==> config.mk <==
export PLATFORM = sky130hd
export DESIGN_NAME = sbi_cell
export DESIGN_NICKNAME = d
export VERILOG_FILES = /design/src/sv/sbi_pkg.sv /design/src/sv/sbi_cell.sv
export SDC_FILE = /design/constraint.sdc
export NUM_CORES = 1
export LEC_CHECK = 0
export BUFFER_PORTS_ARGS = -buffer_cell sky130_fd_sc_hd__buf_2
export CAP_MARGIN = 20
export CORE_MARGIN = 5
export CORE_UTILIZATION = 44
export DETAILED_ROUTE_END_ITERATION = 8
export PLACE_DENSITY_LB_ADDON = 0.2
export SLEW_MARGIN = 20
export SYNTH_ARGS = -nofsm -noshare
export SYNTH_HDL_FRONTEND = slang
export SYNTH_SLANG_ARGS = --single-unit
==> constraint.sdc <==
create_clock -name aclk -period 1.1 [get_ports aclk]
set_input_delay 0.11 -clock aclk [delete_from_list [all_inputs] [get_ports aclk]]
set_output_delay 0.11 -clock aclk [all_outputs]
set_load 0.02 [all_outputs]
==> src/sv/sbi_pkg.sv <==
// ----------------------------------------------------------------------------
// sbi_pkg
// Types and constants shared by the strip blur and inject block.
// ----------------------------------------------------------------------------
package sbi_pkg;

    localparam int IDX_W      = 6;
    localparam int LEVEL_W    = 16;
    localparam int PIPE_DEPTH = 11;

    localparam logic [16:0] DT_MAX      = 17'd100000;
    localparam logic [17:0] RATE_OFFSET = 18'd1311;
    localparam logic [17:0] HALF_Q16    = 18'd32768;
    localparam logic [23:0] FADE_DIV    = 24'd10000000;

    // blur divisor 2^23 * 15625, fade divisor 2^7 * 78125
    localparam logic [36:0] BLUR_HALF = 37'd65536000000;
    localparam logic [22:0] FADE_HALF = 23'd5000000;
    localparam logic [13:0] BLUR_ODD  = 14'd15625;
    localparam logic [16:0] FADE_ODD  = 17'd78125;
    localparam logic [21:0] BLUR_RECIP = 22'd2199023;
    localparam logic [19:0] FADE_RECIP = 20'd879609;

    localparam logic [2:0] MODE_PLAIN = 3'd0;
    localparam logic [2:0] MODE_START = 3'd1;
    localparam logic [2:0] MODE_END   = 3'd2;
    localparam logic [2:0] MODE_MID   = 3'd3;
    localparam logic [2:0] MODE_BOTH  = 3'd4;

    localparam logic [1:0] REG_BLUR_MODE    = 2'd0;
    localparam logic [1:0] REG_STRIP_LENGTH = 2'd1;

    typedef enum logic [1:0] {
        ST_IDLE,
        ST_PREP,
        ST_SETUP,
        ST_RUN
    } state_t;

    typedef struct packed {
        logic               valid;
        logic               emit;
        logic               last;
        logic               inj;
        logic               keep;
        logic [IDX_W-1:0]   idx;
        logic [LEVEL_W-1:0] centre;
    } pix_tag_t;

endpackage

==> src/sv/sbi_cell.sv <==
// ----------------------------------------------------------------------------
// sbi_cell
// One pixel level of the strip; takes its neighbour's level on each shift.
// ----------------------------------------------------------------------------
module sbi_cell (
    input  logic        aclk,
    input  logic        aresetn,
    input  logic        shift_en,
    input  logic [15:0] level_in,
    output logic [15:0] level_out
);
    import sbi_pkg::*;

    logic [LEVEL_W-1:0] level_reg;
    logic [LEVEL_W-1:0] level_next;

    always_comb begin
        level_next = shift_en ? level_in : level_reg;
    end

    always_ff @(posedge aclk) begin
        if (!aresetn) begin
            level_reg <= '0;
        end else begin
            level_reg <= level_next;
        end
    end

    assign level_out = level_reg;

endmodule

==> results.md <==
- Total detailed-routing wirelength: 1.249 mm
- TritonRoute pass-1 iters: 3
- Seq cells post-synth: 16
- Residual DRC count: 0
- Die X: 47.41 um
- Core area: 0.001318 sq mm
- Register area share after synthesis: 0.5203
- Clk slew on worst S/H paths: 0.09 ns
- Routed vias/inst: 4.578
- Synth top area share: 0.5203
- Area Overhead vs Synth: 34.15%
- PortBufs: 34
- Final Max Slew Viols: 0
- Lkg Pwr: 0.4362 nW
- CTS tree: done
- CP Launch Type: flip-flop
- Post-Syn Area per Cell: 12.07 sq um
- Initial core utilization: 0.4672
- 1st-iter DRT viols: 3
- Share of layout cells above drive strength 1: 0.4483
- Crit path buf inv count: 1
- Most frequent cells in the layout: 34 x buf_2, 16 x mux2i_1, 16 x nor2b_1, 16 x dfxtp_1, 3 x clkbuf_4
- Post-synth cell types: 6
- Vias: 467
- Power Dens Cells: 1455 mW/mm^2
- Worst vdd ir: 0.9137 mV
- Post-DP HPWL: 978.5 um
- Setup TNS: 0 ns
- Max reg flops: 16
- Worst Skew: 0 ns
- Top post-synthesis cells by area: dfxtp_1 52%, mux2i_1 26%, nor2b_1 16%, buf_12 3.3%, buf_6 1.8%
- Crit share post-route: 0.8248
- H-tree levels: 1
- # rows: 13
- CP max FO: 2
- Status: finished clean
- Slew headroom: 0.8646
- Clock root buffer: clkbuf_4
- Synth warn: 0
- # fillers: 132
- GRT overflow: 0
- Fin. Hold Viols: 0
- Top Family by Delay on Critical Path: flip-flops
- Initial antenna violation count: 0
- Routed len/inst: 12.25 um
- CTS Buffer Depth: 2
- Cts hold-fix bufs: 0
- Most common cell after layout, fill and taps aside: buf_2
- Critical Path Sink Type: output pin
- Syn Nets: 70
- Max Cap Viol: 0
- Setup Viol. Count Final: 0
- Die ar.: 0.002247 sq mm
- Gr usage total: 0.1256
- TritonCTS Buffers: 3
- Slew @ Worst Pin: 0.2031 ns
- CP max stage delay: 0.35 ns
- Area leader, netlist: dfxtp_1
- Post-placement cell area: 789.5 sq um
- Vias in the first global route: 472
- Tightest Hold Check Type: in -> reg
- Layout Nets: 107
- Largest net degree at the start of global routing: 17
- Worst setup path class: reg -> out
- GP Congestion: 0.6489
- Post-Syn Area: 615.6 sq um
- Top-level port count: 35
- Tmin final: 0.9072 ns
- Slowest stage cell, crit path: dfxtp_1
- RSZ-0062 raised after global routing: no
- # diodes: 0
- Worst path cell trace: buf_2
- First-pass GRT wire length: 1.952 mm
- CTS Sinks: 16
- Cells after Synth: 51
- Arr. time, crit path: 0.80 ns
- Register area: 320.3 sq um
- Post-cts resize count: 0
- Worst EP required: 0.99 ns
- # Post-CTS Setup Buffers: 0
- Die height: 47.41 um
- Max Clk Rate: 1102 MHz
- Multi-input gate area: 260.3 sq um
- Later-pin clock latency in the skew report: 0.27 ns
- Post-route ant nets: 0
- Final Cell Area: 825.8 sq um
-- cell type report --
| type | instances | area share |
|---|---|---|
| flip-flops and latches | 16 | 0.3879 |
| multi-input cells | 32 | 0.3152 |
| repair buffers | 35 | 0.2303 |
| clock buffers | 4 | 0.04394 |
| well taps | 15 | 0.02273 |
-- cell usage after synthesis --
library cell  instances
buf_12                1
clkbuf_1              1
dfxtp_1              16
buf_6                 1
mux2i_1              16
nor2b_1              16
-- path summary, 6_finish.rpt --
path / from / endpoint / slack, ns / depth (start not counted)
worst max-delay path: level_out[8] / level_out[8] / 0.19 / 1
worst min-delay path: level_in[7] / level_out[7] / 0.09 / 3
worst max register to register: level_out[8] / level_out[8] / 0.48 / 2
worst min register to register: level_out[12] / level_out[12] / 0.52 / 2
-- worst min-delay path, stage by stage --
cell     delay, ns
buf_2         0.07
mux2i_1       0.05
nor2b_1       0.09
-- power breakdown --
| part | internal (mW) | total (mW) | switching [mW] |
|---|---|---|---|
| clock network | 0.201 | 0.375 | 0.174 |
| logic | 0.0945 | 0.197 | 0.103 |
| registers | 0.614 | 0.630 | 0.0160 |
-- per-stage QoR --
step           setup slack [ns]  std cells    util  hold WS (ns)  total power, mW
6_report                 0.1928        102  0.6268       0.08595            1.202
5_1_grt                  0.1395        102  0.6268       0.07391            1.271
4_1_cts                  0.1762        102  0.6268       0.07445            1.230
3_5_place_dp             0.3255         98  0.5992        0.3742           0.8439
3_3_place_gp             0.3515         98  0.5992        0.3675           0.8393
2_1_floorplan            0.4021         51       -        0.2382           0.7687
-- logic make-up after synthesis --
kind of cell	after synthesis	synth area share
buffers and inverters	3	0.05690
multiplexers	16	0.2602
AND/OR/NAND/NOR	16	0.1626
flip-flops	16	0.5203
-- metal layers --
| metal | vias up | global-route usage | share of wire |
|---|---|---|---|
| met5 | - | 0 | 0 |
| met4 | 0 | 0.04972 | 0 |
| met3 | 0 | 0.03448 | 0.12 |
| met2 | 22 | 0.2273 | 0.47 |
| met1 | 206 | 0.1359 | 0.41 |
| li1 | 239 | - | - |
(Power assumes the default switching activity.)
